<file path="src/design/ldp_pkg.sv">
// Package for the linkage descriptor parser: payload types, parse phases,
// field codes, register defaults and the phase helper functions.
// No dependencies.
package ldp_pkg;

    typedef logic [7:0]  t_byte;
    typedef logic [15:0] t_value;
    typedef logic [1:0]  t_reg_index;
    typedef logic [3:0]  t_options;

    typedef enum logic [4:0] {
        FC_TS         = 5'd0,
        FC_ONID       = 5'd1,
        FC_SID        = 5'd2,
        FC_TYPE       = 5'd3,
        FC_HFLAGS     = 5'd4,
        FC_NET        = 5'd5,
        FC_INIT_SID   = 5'd6,
        FC_EVT_ID     = 5'd7,
        FC_EVT_FLAGS  = 5'd8,
        FC_LOOP_LEN   = 5'd9,
        FC_XEVT_ID    = 5'd10,
        FC_XFLAGS     = 5'd11,
        FC_USER_ID    = 5'd12,
        FC_XTS        = 5'd13,
        FC_XONID      = 5'd14,
        FC_XSID       = 5'd15,
        FC_PRIVATE    = 5'd16
    } t_field;

    typedef enum logic [27:0] {
        PH_TS_H    = 28'h1 << 0,
        PH_TS_L    = 28'h1 << 1,
        PH_ON_H    = 28'h1 << 2,
        PH_ON_L    = 28'h1 << 3,
        PH_SV_H    = 28'h1 << 4,
        PH_SV_L    = 28'h1 << 5,
        PH_TYPE    = 28'h1 << 6,
        PH_HFLAGS  = 28'h1 << 7,
        PH_NET_H   = 28'h1 << 8,
        PH_NET_L   = 28'h1 << 9,
        PH_INIT_H  = 28'h1 << 10,
        PH_INIT_L  = 28'h1 << 11,
        PH_EVT_H   = 28'h1 << 12,
        PH_EVT_L   = 28'h1 << 13,
        PH_EFLAGS  = 28'h1 << 14,
        PH_LOOPLEN = 28'h1 << 15,
        PH_XEVT_H  = 28'h1 << 16,
        PH_XEVT_L  = 28'h1 << 17,
        PH_XFLAGS  = 28'h1 << 18,
        PH_USER_H  = 28'h1 << 19,
        PH_USER_L  = 28'h1 << 20,
        PH_XTS_H   = 28'h1 << 21,
        PH_XTS_L   = 28'h1 << 22,
        PH_XON_H   = 28'h1 << 23,
        PH_XON_L   = 28'h1 << 24,
        PH_XSV_H   = 28'h1 << 25,
        PH_XSV_L   = 28'h1 << 26,
        PH_PRIV    = 28'h1 << 27
    } t_phase;

    // Phases that belong to an extended event loop entry.
    localparam logic [27:0] LOOP_MASK = 28'h7FF0000;

    localparam t_reg_index REG_HANDOVER = 2'd0;
    localparam t_reg_index REG_EVENT    = 2'd1;
    localparam t_reg_index REG_EXT_MIN  = 2'd2;
    localparam t_reg_index REG_EXT_MAX  = 2'd3;

    localparam t_byte HANDOVER_RESET = 8'd8;
    localparam t_byte EVENT_RESET    = 8'd13;
    localparam t_byte EXT_MIN_RESET  = 8'd14;
    localparam t_byte EXT_MAX_RESET  = 8'd31;

    typedef struct packed {
        t_byte handover_type_code;
        t_byte event_type_code;
        t_byte ext_event_min_code;
        t_byte ext_event_max_code;
    } t_cfg;

    typedef struct packed {
        logic   valid;
        t_field field_code;
        t_value field_value;
        logic   payload_done;
        logic   parse_error;
    } t_result;

    function automatic logic phase_in_loop(input t_phase ph);
        return |(ph & LOOP_MASK);
    endfunction

    function automatic t_phase next_handover(input t_options opts);
        if (opts[0]) begin
            return PH_NET_H;
        end else if (opts[1]) begin
            return PH_INIT_H;
        end
        return PH_PRIV;
    endfunction

    function automatic t_phase next_ext(input t_options opts, input t_byte left);
        if (opts[0]) begin
            return PH_USER_H;
        end else if (opts[1]) begin
            return PH_XTS_H;
        end else if (opts[2]) begin
            return PH_XON_H;
        end else if (opts[3]) begin
            return PH_XSV_H;
        end else if (left != 8'd0) begin
            return PH_XEVT_H;
        end
        return PH_PRIV;
    endfunction

    function automatic t_field phase_field(input t_phase ph);
        t_field f;
        unique case (ph)
            PH_TS_H, PH_TS_L:       f = FC_TS;
            PH_ON_H, PH_ON_L:       f = FC_ONID;
            PH_SV_H, PH_SV_L:       f = FC_SID;
            PH_TYPE:                f = FC_TYPE;
            PH_HFLAGS:              f = FC_HFLAGS;
            PH_NET_H, PH_NET_L:     f = FC_NET;
            PH_INIT_H, PH_INIT_L:   f = FC_INIT_SID;
            PH_EVT_H, PH_EVT_L:     f = FC_EVT_ID;
            PH_EFLAGS:              f = FC_EVT_FLAGS;
            PH_LOOPLEN:             f = FC_LOOP_LEN;
            PH_XEVT_H, PH_XEVT_L:   f = FC_XEVT_ID;
            PH_XFLAGS:              f = FC_XFLAGS;
            PH_USER_H, PH_USER_L:   f = FC_USER_ID;
            PH_XTS_H, PH_XTS_L:     f = FC_XTS;
            PH_XON_H, PH_XON_L:     f = FC_XONID;
            PH_XSV_H, PH_XSV_L:     f = FC_XSID;
            default:                f = FC_PRIVATE;
        endcase
        return f;
    endfunction

endpackage

</file>
<file path="src/design/ldp_ifs.sv">
// Channel interfaces of the linkage descriptor parser: payload bytes in,
// parsed fields out, and register writes. Depends on ldp_pkg.
interface ldp_byte_if;
    logic           valid;
    logic           ready;
    ldp_pkg::t_byte data_byte;
    logic           end_of_payload;
    modport source (output valid, data_byte, end_of_payload, input ready);
    modport sink   (input valid, data_byte, end_of_payload, output ready);
endinterface

interface ldp_field_if;
    logic            valid;
    logic            ready;
    ldp_pkg::t_field field_code;
    ldp_pkg::t_value field_value;
    logic            payload_done;
    logic            parse_error;
    modport source (output valid, field_code, field_value, payload_done, parse_error,
                    input ready);
    modport sink   (input valid, field_code, field_value, payload_done, parse_error,
                    output ready);
endinterface

interface ldp_cfg_if;
    logic                valid;
    logic                ready;
    ldp_pkg::t_reg_index reg_index;
    ldp_pkg::t_byte      wr_data;
    modport source (output valid, reg_index, wr_data, input ready);
    modport sink   (input valid, reg_index, wr_data, output ready);
endinterface

</file>
<file path="src/design/ldp_cfg_regs.sv">
// Register file holding the four linkage type codes of the parser.
// Depends on ldp_pkg and ldp_cfg_if.
module ldp_cfg_regs (
    input  logic          i_clk,
    input  logic          i_rst_n,
    ldp_cfg_if.sink       i_cfg,
    output ldp_pkg::t_cfg o_cfg
);
    import ldp_pkg::*;

    t_cfg r_cfg;

    assign i_cfg.ready = 1'b1;
    assign o_cfg       = r_cfg;

    always_ff @(posedge i_clk) begin
        if (!i_rst_n) begin
            r_cfg.handover_type_code <= HANDOVER_RESET;
            r_cfg.event_type_code    <= EVENT_RESET;
            r_cfg.ext_event_min_code <= EXT_MIN_RESET;
            r_cfg.ext_event_max_code <= EXT_MAX_RESET;
        end else if (i_cfg.valid) begin
            unique case (i_cfg.reg_index)
                REG_HANDOVER: r_cfg.handover_type_code <= i_cfg.wr_data;
                REG_EVENT:    r_cfg.event_type_code    <= i_cfg.wr_data;
                REG_EXT_MIN:  r_cfg.ext_event_min_code <= i_cfg.wr_data;
                REG_EXT_MAX:  r_cfg.ext_event_max_code <= i_cfg.wr_data;
                default:      r_cfg <= r_cfg;
            endcase
        end
    end

endmodule

</file>
<file path="src/design/ldp_step.sv">
// Parse state and next-state logic: takes one registered payload byte per
// enabled cycle and forms the result for it. Depends on ldp_pkg.
module ldp_step (
    input  logic             i_clk,
    input  logic             i_rst_n,
    input  logic             i_step,
    input  ldp_pkg::t_byte   i_byte,
    input  logic             i_eop,
    input  ldp_pkg::t_cfg    i_cfg,
    output ldp_pkg::t_result o_result
);
    import ldp_pkg::*;

    t_phase   r_phase, n_phase;
    t_byte    r_hold, n_hold;
    t_options r_pend, n_pend;
    t_byte    r_left, n_left;
    logic     r_err, n_err;

    t_phase   nxt;
    t_value   value;
    logic     emit;
    logic     in_loop;
    logic     loop_err;

    always_comb begin
        n_hold   = r_hold;
        n_pend   = r_pend;
        n_left   = r_left;
        loop_err = r_err;
        value    = '0;
        emit     = 1'b0;
        nxt      = PH_PRIV;
        in_loop  = phase_in_loop(r_phase);

        if (in_loop) begin
            if (r_left != 8'd0) begin
                n_left = r_left - 8'd1;
            end else begin
                loop_err = 1'b1;
            end
        end

        unique case (r_phase)
            PH_TS_H, PH_ON_H, PH_SV_H, PH_NET_H, PH_INIT_H, PH_EVT_H,
            PH_XEVT_H, PH_USER_H, PH_XTS_H, PH_XON_H, PH_XSV_H: begin
                n_hold = i_byte;
                nxt    = t_phase'(r_phase << 1);
            end
            PH_TS_L, PH_ON_L, PH_SV_L, PH_EVT_L, PH_XEVT_L: begin
                value = {r_hold, i_byte};
                emit  = 1'b1;
                nxt   = t_phase'(r_phase << 1);
            end
            PH_TYPE: begin
                value = {8'd0, i_byte};
                emit  = 1'b1;
                if (i_byte == i_cfg.handover_type_code) begin
                    nxt = PH_HFLAGS;
                end else if (i_byte == i_cfg.event_type_code) begin
                    nxt = PH_EVT_H;
                end else if (i_byte >= i_cfg.ext_event_min_code &&
                             i_byte <= i_cfg.ext_event_max_code) begin
                    nxt = PH_LOOPLEN;
                end else begin
                    nxt = PH_PRIV;
                end
            end
            PH_HFLAGS: begin
                value  = {8'd0, i_byte};
                emit   = 1'b1;
                n_pend = {2'b00, ~i_byte[0],
                          (i_byte[7:4] >= 4'd1 && i_byte[7:4] <= 4'd3)};
                nxt    = next_handover(n_pend);
            end
            PH_NET_L, PH_INIT_L: begin
                value  = {r_hold, i_byte};
                emit   = 1'b1;
                n_pend = (r_phase == PH_NET_L) ? (r_pend & 4'b1110) : (r_pend & 4'b1101);
                nxt    = next_handover(n_pend);
            end
            PH_EFLAGS: begin
                value = {8'd0, i_byte};
                emit  = 1'b1;
                nxt   = PH_PRIV;
            end
            PH_LOOPLEN: begin
                value  = {8'd0, i_byte};
                emit   = 1'b1;
                n_left = i_byte;
                nxt    = (i_byte != 8'd0) ? PH_XEVT_H : PH_PRIV;
            end
            PH_XFLAGS: begin
                value = {8'd0, i_byte};
                emit  = 1'b1;
                if (i_byte[3:2] == 2'd3) begin
                    n_pend = 4'b0001;
                end else begin
                    n_pend = {i_byte[0], i_byte[1], (i_byte[3:2] == 2'd1), 1'b0};
                end
                nxt = next_ext(n_pend, n_left);
            end
            PH_USER_L, PH_XTS_L, PH_XON_L, PH_XSV_L: begin
                value = {r_hold, i_byte};
                emit  = 1'b1;
                if (r_phase == PH_USER_L) begin
                    n_pend = r_pend & 4'b1110;
                end else if (r_phase == PH_XTS_L) begin
                    n_pend = r_pend & 4'b1101;
                end else if (r_phase == PH_XON_L) begin
                    n_pend = r_pend & 4'b1011;
                end else begin
                    n_pend = r_pend & 4'b0111;
                end
                nxt = next_ext(n_pend, n_left);
            end
            default: begin
                value = {8'd0, i_byte};
                emit  = 1'b1;
                nxt   = PH_PRIV;
            end
        endcase

        // An entry that runs past the loop length ends the loop.
        n_err = loop_err;
        if (in_loop && n_left == 8'd0 && phase_in_loop(nxt)) begin
            n_err = 1'b1;
            nxt   = PH_PRIV;
        end
        n_phase = nxt;

        o_result.valid        = emit | i_eop;
        o_result.field_code   = phase_field(r_phase);
        o_result.field_value  = value;
        o_result.payload_done = i_eop;
        o_result.parse_error  = i_eop & (n_err | (nxt != PH_PRIV));

        if (i_eop) begin
            n_phase = PH_TS_H;
            n_hold  = '0;
            n_pend  = '0;
            n_left  = '0;
            n_err   = 1'b0;
        end
    end

    always_ff @(posedge i_clk) begin
        if (!i_rst_n) begin
            r_phase <= PH_TS_H;
            r_hold  <= '0;
            r_pend  <= '0;
            r_left  <= '0;
            r_err   <= 1'b0;
        end else if (i_step) begin
            r_phase <= n_phase;
            r_hold  <= n_hold;
            r_pend  <= n_pend;
            r_left  <= n_left;
            r_err   <= n_err;
        end
    end

endmodule

</file>
<file path="src/design/linkage_descriptor_parser.sv">
// Top level of the linkage descriptor parser: input register, parse step and
// result register. Depends on ldp_pkg, ldp_ifs, ldp_cfg_regs and ldp_step.
//
//   channel  direction  request carries
//   i_in     in         data_byte, end_of_payload
//   o_out    out        field_code, field_value, payload_done, parse_error
//   i_cfg    in         reg_index, wr_data (always ready)
//
// One payload byte is accepted per cycle while the result register is free or
// being taken; its result passes the input register, then the result register.
// A byte that completes no field and is not the final byte gives no result.
// Synchronous active-low reset returns the parser to the first fixed byte
// and the registers to their defaults.
// A stalled result holds the result register and the input register behind it.
module linkage_descriptor_parser (
    input  logic       i_clk,
    input  logic       i_rst_n,
    ldp_byte_if.sink   i_in,
    ldp_field_if.source o_out,
    ldp_cfg_if.sink    i_cfg
);
    import ldp_pkg::*;

    t_cfg    cfg;
    t_result result;

    logic    r_s1_valid;
    t_byte   r_s1_byte;
    logic    r_s1_eop;
    t_result r_out;

    logic    out_free;
    logic    step_go;

    assign out_free   = !r_out.valid || o_out.ready;
    assign step_go    = r_s1_valid && out_free;
    assign i_in.ready = !r_s1_valid || step_go;

    ldp_cfg_regs u_cfg (
        .i_clk   (i_clk),
        .i_rst_n (i_rst_n),
        .i_cfg   (i_cfg),
        .o_cfg   (cfg)
    );

    ldp_step u_step (
        .i_clk    (i_clk),
        .i_rst_n  (i_rst_n),
        .i_step   (step_go),
        .i_byte   (r_s1_byte),
        .i_eop    (r_s1_eop),
        .i_cfg    (cfg),
        .o_result (result)
    );

    always_ff @(posedge i_clk) begin
        if (!i_rst_n) begin
            r_s1_valid <= 1'b0;
        end else if (i_in.ready) begin
            r_s1_valid <= i_in.valid;
        end
    end

    always_ff @(posedge i_clk) begin
        if (i_in.ready && i_in.valid) begin
            r_s1_byte <= i_in.data_byte;
            r_s1_eop  <= i_in.end_of_payload;
        end
    end

    always_ff @(posedge i_clk) begin
        if (!i_rst_n) begin
            r_out <= '0;
        end else if (step_go) begin
            r_out <= result;
        end else if (o_out.ready) begin
            r_out.valid <= 1'b0;
        end
    end

    assign o_out.valid        = r_out.valid;
    assign o_out.field_code   = r_out.field_code;
    assign o_out.field_value  = r_out.field_value;
    assign o_out.payload_done = r_out.payload_done;
    assign o_out.parse_error  = r_out.parse_error;

endmodule

</file>
<file path="src/flat_wrapper.sv">
// flat-port wrapper written by rule: the top's interface ports become plain ports
module linkage_descriptor_parser_flat import ldp_pkg::*;
  (i_clk, i_rst_n, i_in_valid, i_in_data_byte, i_in_end_of_payload, i_in_ready, o_out_valid, o_out_field_code, o_out_field_value, o_out_payload_done, o_out_parse_error, o_out_ready, i_cfg_valid, i_cfg_reg_index, i_cfg_wr_data, i_cfg_ready);
  ldp_byte_if i_in_i ();
  ldp_field_if o_out_i ();
  ldp_cfg_if i_cfg_i ();
  input  logic i_clk;
  input  logic i_rst_n;
  input wire logic [$bits(i_in_i.valid)-1:0] i_in_valid;
  input wire logic [$bits(i_in_i.data_byte)-1:0] i_in_data_byte;
  input wire logic [$bits(i_in_i.end_of_payload)-1:0] i_in_end_of_payload;
  output wire logic [$bits(i_in_i.ready)-1:0] i_in_ready;
  output wire logic [$bits(o_out_i.valid)-1:0] o_out_valid;
  output wire logic [$bits(o_out_i.field_code)-1:0] o_out_field_code;
  output wire logic [$bits(o_out_i.field_value)-1:0] o_out_field_value;
  output wire logic [$bits(o_out_i.payload_done)-1:0] o_out_payload_done;
  output wire logic [$bits(o_out_i.parse_error)-1:0] o_out_parse_error;
  input wire logic [$bits(o_out_i.ready)-1:0] o_out_ready;
  input wire logic [$bits(i_cfg_i.valid)-1:0] i_cfg_valid;
  input wire logic [$bits(i_cfg_i.reg_index)-1:0] i_cfg_reg_index;
  input wire logic [$bits(i_cfg_i.wr_data)-1:0] i_cfg_wr_data;
  output wire logic [$bits(i_cfg_i.ready)-1:0] i_cfg_ready;
  assign i_in_i.valid = i_in_valid;
  assign i_in_i.data_byte = i_in_data_byte;
  assign i_in_i.end_of_payload = i_in_end_of_payload;
  assign i_in_ready = i_in_i.ready;
  assign o_out_valid = o_out_i.valid;
  assign o_out_field_code = o_out_i.field_code;
  assign o_out_field_value = o_out_i.field_value;
  assign o_out_payload_done = o_out_i.payload_done;
  assign o_out_parse_error = o_out_i.parse_error;
  assign o_out_i.ready = o_out_ready;
  assign i_cfg_i.valid = i_cfg_valid;
  assign i_cfg_i.reg_index = i_cfg_reg_index;
  assign i_cfg_i.wr_data = i_cfg_wr_data;
  assign i_cfg_ready = i_cfg_i.ready;
  linkage_descriptor_parser u_core (.i_clk(i_clk), .i_rst_n(i_rst_n), .i_in(i_in_i), .o_out(o_out_i), .i_cfg(i_cfg_i));
endmodule
</file>
<file path="config.mk">
export PLATFORM = sky130hd
export DESIGN_NAME = linkage_descriptor_parser_flat
export DESIGN_NICKNAME = d
export VERILOG_FILES = /design/src/design/ldp_pkg.sv /design/src/design/ldp_ifs.sv /design/src/design/ldp_cfg_regs.sv /design/src/design/ldp_step.sv /design/src/design/linkage_descriptor_parser.sv /design/src/flat_wrapper.sv
export SDC_FILE = /design/constraint.sdc
export NUM_CORES = 1
export LEC_CHECK = 0
export BUFFER_PORTS_ARGS = -buffer_cell sky130_fd_sc_hd__buf_2
export CORE_MARGIN = 2
export CORE_UTILIZATION = 40
export CTS_CLUSTER_DIAMETER = 100
export CTS_CLUSTER_SIZE = 28
export DETAILED_ROUTE_END_ITERATION = 7
export PLACE_DENSITY = 0.54
export SLEW_MARGIN = 5
export SYNTH_ARGS = -nofsm -noshare
export SYNTH_HDL_FRONTEND = slang
export SYNTH_HIERARCHICAL = 1
export SYNTH_SLANG_ARGS = --single-unit
</file>
<file path="constraint.sdc">
create_clock -name i_clk -period 5.25 [get_ports i_clk]
set_input_delay 0.2625 -clock i_clk [delete_from_list [all_inputs] [get_ports i_clk]]
set_output_delay 0.2625 -clock i_clk [all_outputs]
set_load 0.005 [all_outputs]
</file>
Word-level counts from Yosys, hierarchy flattened
Index checks and enable logic that the tools add are counted.
{ "totals": {"regBits": 115, "latch_bits": 0, "mem_bits_rw": 0, "rom_bits": 0, "in_bits": 24, "output_inout_bits": 26, "word_cells": 172, "mem_count": 0} }
{ "op_classes": {"n_addsub": 1, "multipliers": 0, "div": 0, "magnitude_cmp": 4, "n_eq_ne": 36, "n_shift": 0, "mux": 65, "bitwise_logic": 4, "n_reduce_logical": 44} }
{ "ops": {"columns": ["operator", "n"], "rows": [
  ["28-bit two-way mux", 23],
  ["28-bit one-hot mux with 7 select lines", 1],
  ["5-bit one-hot mux with 16 select lines", 1],
  ["8-bit two-way mux", 6],
  ["11-bit OR reduction", 4],
  ["16-bit one-hot mux with 2 select lines", 1],
  ["28-bit by 1-bit == test with 1-bit output (second input constant)", 1],
  ["28-bit by 10-bit == test with 1-bit output (second input constant)", 1],
  ["28-bit by 11-bit == test with 1-bit output (second input constant)", 1],
  ["28-bit by 12-bit == test with 1-bit output (second input constant)", 1],
  ["28-bit by 13-bit == test with 1-bit output (second input constant)", 1],
  ["28-bit by 14-bit == test with 1-bit output (second input constant)", 1],
  ["28-bit by 15-bit == test with 1-bit output (second input constant)", 1],
  ["28-bit by 16-bit == test with 1-bit output (second input constant)", 1],
  ["28-bit by 17-bit == test with 1-bit output (second input constant)", 1],
  ["28-bit by 18-bit == test with 1-bit output (second input constant)", 1],
  ["28-bit by 19-bit == test with 1-bit output (second input constant)", 1],
  ["28-bit by 2-bit == test with 1-bit output (second input constant)", 1],
  ["28-bit by 20-bit == test with 1-bit output (second input constant)", 1],
  ["28-bit by 21-bit == test with 1-bit output (second input constant)", 1],
  ["28-bit by 22-bit == test with 1-bit output (second input constant)", 1],
  ["28-bit by 23-bit == test with 1-bit output (second input constant)", 1],
  ["28-bit by 24-bit == test with 1-bit output (second input constant)", 1],
  ["28-bit by 25-bit == test with 1-bit output (second input constant)", 1],
  ["other kinds (40)", 100]
]} }

Depth between registers and ports, before layout
{ "logic_depth": {"ltp_word": 18, "ltp_mapped": 13, "depth_no_buf": 12} }

Cells and area by module
Netlist, hierarchy kept.
{ "by_module_without_submodules": {"columns": ["mod", "instances", "cells_each", "area_each_um2", "seq_area_each_um2"], "rows": [
  ["ldp_step", 1, 632, 4822.1, 980.9],
  ["linkage_descriptor_parser", 1, 119, 1302.5, 770.7],
  ["ldp_cfg_regs", 1, 123, 1249.9, 640.6]
]} }

Worst setup path after synthesis
No wires, ideal clock.
{ "synth_timing": {"path_type": "register -> register", "start": "reg u_core.u_step.r_left[0]", "end": "reg u_core.u_step.r_phase[19]", "setup_ns": 0.125, "arrival_ns": 2.707, "t_required_ns": 5.125, "slack_ns": 2.418, "stages_incl_launch_ff": 10, "path_buffers": 1, "period_less_slack_ns": 2.832, "cell_sequence": "dfxtp_1 clkbuf_1 or4_1 a311oi_1 mux2i_1 nand2_1 or3_1 a211o_4 o21bai_4 o21ai_2"} }
{ "synth_via": {"elab_chain_len": 16, "word_cells_on_any_way": 26, "classes_between": "add/sub (1); mux (19); reduce/logical (6)"} }
{ "synth_lines": {"columns": ["element", "line_no", "source"], "rows": [
  ["start, declared", "ldp_step.sv:17", "t_byte r_left, n_left;"],
  ["start signal, assigned", "ldp_step.sv:158", "r_left <= n_left;"],
  ["8-bit by 1-bit subtractor with 8-bit output or 8-bit nonzero test (tied branches)", "ldp_step.sv:38, ldp_step.sv:37", null],
  ["8-bit two-way mux", "ldp_step.sv:37", "if (r_left != 8'd0) begin"],
  ["8-bit two-way mux *", "ldp_step.sv:36", "if (in_loop) begin"],
  ["8-bit nonzero test", "ldp_pkg.sv:112", "end else if (left != 8'd0) begin"],
  ["1-bit two-way mux", "ldp_pkg.sv:112", null],
  ["1-bit two-way mux", "ldp_pkg.sv:110", "end else if (opts[3]) begin"],
  ["1-bit two-way mux", "ldp_pkg.sv:108", "end else if (opts[2]) begin"],
  ["1-bit two-way mux", "ldp_pkg.sv:106", "end else if (opts[1]) begin"],
  ["1-bit two-way mux", "ldp_pkg.sv:104", "if (opts[0]) begin"],
  ["1-bit two-way mux", "ldp_step.sv:44", "unique case (r_phase)"],
  ["28-bit two-way mux", "ldp_pkg.sv:115", "return PH_PRIV;"],
  ["28-bit one-hot mux with 7 select lines", "ldp_step.sv:44", null],
  ["11-bit OR reduction", "ldp_pkg.sv:91", "return |(ph & LOOP_MASK);"],
  ["1-bit logical AND", "ldp_step.sv:126", "if (in_loop && n_left == 8'd0 && phase_in_loop(nxt)) begin"],
  ["28-bit two-way mux *", "ldp_step.sv:126", null],
  ["28-bit two-way mux *", "ldp_step.sv:138", "if (i_eop) begin"],
  ["end signal, assigned", "ldp_step.sv:155", "r_phase <= n_phase;"],
  ["end, declared", "ldp_step.sv:14", "t_phase r_phase, n_phase;"]
]} }
Every way passes the cells marked *; elsewhere a longest branch is shown, timed or not. The select of a mux whose other input is x is not followed.
A chain may end at the register's enable or synchronous reset.

==> impl_metrics.yaml <==
setup_path:
  crit_arrival_ns: 3.70
  r2r_slack_ns: 1.82
  cp.required_ns: 5.52
  path_cells: "or4_1, nor3_4, nand2_1, nor4_1, nor3_1, nor4bb_1, nand2_1, mux2i_1"
  r2r_start: "u_core/u_step/r_phase[20]"
  crit_path_frequent_cell: "nand2_1"
  end_kind: "register"
  cp_slowest_cell: "nor4_1"
  worstSetupStartpointType: "register"
  worst-setup-path-type: "reg -> reg"
  cp_max_fo: 12
  reg2reg_depth: 8
  slowest_delay_ns: 0.94
  critPathLaunch: "u_core/u_step/r_phase[20]"
routing:
  drt-total-wl_um: 21200
  vias: 6453
  ant_nets: 0
  firstDrtPassIters: 6
  wl_per_cell_um: 19.0
  drt_iter0_markers: 604
  routed_via_density: 5.78
  drc: 0
cts:
  clock-root-buffer: "clkbuf_16"
  htreeDepth: 4
  cts_buffers: 17
  ctsResizeCount: 0
  clkTransAtPathRegs_ns: 0.06
  cts_buffer_depth: 2
  cts.sinks: 115
  clock_latency_ns: 0.42
  cts_tree: "yes"
pwr:
  clkPwrFrac: 0.510
  p_sw_mw: 0.573
  p_sw_frac: 0.254
  power_density_nw_per_um2: 277
  seqPwrFrac: 0.413
  p_int_mw: 1.69
  p_leak_nw: 3.22
  comb_power_share: 0.076
  peakVddDrop_mv: 0.202
layout:
  fillCellCount: 1832
  layout-area-overhead-vs-synth_pct: 10.5
  final_layout_size_suffix_gt1_frac: 0.144
  layout.cells.non_filler: 1117
  diodes: 0
  fin_nets: 916
timing:
  fin_crit_ns: 3.43
  maxSlewHeadroom: 0.264
  clock_skew_ns: 0.0149
  timing_hold_violations_final: 0
  fmax_ghz: 0.292
  timing.final.crit_share: 0.653
  finalSetupViolations: 0
  report.final.slew_viol_count: 0
  tns_ns: 0
  tightest_slew_ns: 1.09
  rsz0062_at_grt: "no"
synthesis:
  synth.distinct_cells: 89
  yosysWarnings: 6
  synth_enable_flop_cells: 9
  synth_area_per_cell_um2: 8.44
  ys_ff_latch: 115
  seq_area_frac_synth: 0.324
  synthesis.area_um2: 7370
  syn_nets: 915
  yosys_most_used_dff: "dfxtp_1"
  async_flop_share: 0
  synthCells: 874
job:
  max_cap_viol_count: 0
die:
  coreArea_um2: 18000
  die_width_um: 140
  initial_core_util: 0.409
  ios: 50
  die_area_um2: 19500
  die_y_um: 140
  std_cell_rows: 49
global_routing:
  track_usage: 0.218
  grt_max_degree: 75
  grt_pass1_vias: 6079
  grt_first_pass_wirelength_um: 33500
  antenna_found_initial: 0
  overflow: 0
hold_path:
  hp-class: "in -> reg"
  min_path_cells: 1
  hp-start: "i_in_end_of_payload"
place:
  routabilityCongestion: 0.941
  dp.cells: 1084
  hpwl_um: 14900
  portBuffers: 48
status:
  status: "finished clean"
## synth_stat cells (8+ instances only)
master | instances | share of area
xnor2_1 | 13 | 0.015
o22ai_1 | 12 | 0.010
inv_1 | 33 | 0.017
mux2i_1 | 59 | 0.080
nor3_1 | 25 | 0.017
xor2_1 | 17 | 0.020
edfxtp_1 | 9 | 0.037
a22oi_1 | 12 | 0.012
nand3_1 | 21 | 0.014
a21oi_1 | 16 | 0.011
and2_1 | 33 | 0.028
o21ai_0 | 25 | 0.017
nor4b_1 | 8 | 0.0095
nor2_1 | 37 | 0.019
clkbuf_1 | 42 | 0.021
nor2b_1 | 38 | 0.032
nand2_1 | 132 | 0.067
dfxtp_1 | 106 | 0.29
ha_1 | 17 | 0.029
or4_1 | 8 | 0.0081
nand4_1 | 14 | 0.012
a31oi_1 | 8 | 0.0068
buf_2 | 14 | 0.0095
o21ai_2 | 8 | 0.0095
nor4_1 | 13 | 0.011
## layout by cell type (no fill, tap or decap), drive strengths merged, types with 6 or more instances in the layout
master | netlist | final
ha | 17 | 17
a21boi | 8 | 8
o22ai | 12 | 12
and2 | 33 | 33
a31oi | 8 | 8
xnor2 | 13 | 13
nand2 | 132 | 132
and3 | 6 | 6
nand3 | 24 | 24
nor2b | 40 | 40
edfxtp | 9 | 9
o21ai | 34 | 34
inv | 33 | 34
nor4 | 23 | 23
o211ai | 6 | 6
a22oi | 12 | 12
nand4 | 15 | 15
xor2 | 17 | 17
nor2 | 39 | 39
a211oi | 6 | 6
mux2i | 59 | 59
nor4b | 8 | 8
nor3 | 27 | 27
clkbuf | 43 | 21
a21oi | 16 | 16
dfxtp | 106 | 106
or4 | 12 | 12
o31ai | 9 | 9
buf | 27 | 51
## registers in the layout, summed over array words and instances, names as in the netlist
| name | count |
|---|---|
| u_core/r_s1_eop | 1 |
| u_core/o_out.field_value | 16 |
| u_core/u_step/r_hold | 8 |
| u_core/o_out.parse_error | 1 |
| u_core/o_out.valid | 1 |
| u_core/r_s1_valid | 1 |
| u_core/o_out.payload_done | 1 |
| u_core/u_step/r_err | 1 |
| u_core/u_step/r_pend | 4 |
| u_core/u_step/r_left | 8 |
| u_core/r_s1_byte | 8 |
| u_core/u_step/r_phase | 28 |
| u_core/u_cfg/o_cfg | 32 |
| u_core/o_out.field_code | 5 |
## final timing paths
kind	endpoint
max	u_core/o_out.field_code[4]
min	u_core/r_s1_eop
max reg2reg	u_core/o_out.field_code[4]
min reg2reg	u_core/o_out.field_code[0]
## what timing repair did
item	CTS	global route
hold endpoints to repair	0	1
hold buffers	0	1
buffers inserted	0	0
## power by group through the flow
stage               Combinational [mW]  Sequential [mW]  Clock, mW
floorplan                        0.138            0.934          0
global placement                 0.171            0.953          0
detailed placement               0.171            0.953          0
CTS                              0.172            0.934       1.17
global route                     0.191            0.937       1.22
finish                           0.172            0.934       1.15
## critical path, delay by kind of cell, from the launching register on
kind | cells | cell delay [ns]
DFF | 1 | 0.45
and+or+nand+nor | 7 | 2.76
muxes | 1 | 0.08
## metrics by stage
stage / hold WS, ns / instance area [um2] / setup WS, ns / util / total power [mW]
2_1_floorplan: 0.361 / 7370 / 2.42 / - / 1.07
3_3_place_gp: 0.439 / 7560 / 1.91 / 0.419 / 1.12
3_5_place_dp: 0.441 / 7560 / 1.90 / 0.419 / 1.12
4_1_cts: 0.000916 / 8140 / 1.87 / 0.452 / 2.28
5_1_grt: 0.00204 / 8150 / 1.58 / 0.452 / 2.34
6_report: 0.0143 / 8150 / 1.82 / 0.452 / 2.26
## layout make-up
type                            instances  area [um2]  share of cell area
Timing Repair Buffer                   52         275              0.0338
Clock inverter                         11         130              0.0160
Inverter                               33         124              0.0152
Sequential cell                       115        2390               0.293
Multi-Input combinational cell        656        4490               0.551
Tap cell                              229         287              0.0351
Clock buffer                           21         450              0.0553
## kinds of logic (layout without fill, tap and decap cells)
logic type | count (synthesis) | in the layout | synth area share
and+or+nand+nor | 397 | 397 | 0.310
AOI/OAI and AO/OA | 149 | 149 | 0.149
DFF | 115 | 115 | 0.324
buffers and inverters | 103 | 117 | 0.0670
muxes | 62 | 62 | 0.0847
xor gates and xnor gates | 30 | 30 | 0.0356
adders and majority gates | 17 | 17 | 0.0288
other | 1 | 1 | 0.000509
## per-layer routing
metal	routed length [um]	global-route usage
met1	9910	0.300
met2	9260	0.325
met3	1370	0.0540
met4	694	0.0921
met5	0	0
Power figures use the tool's default switching activity.
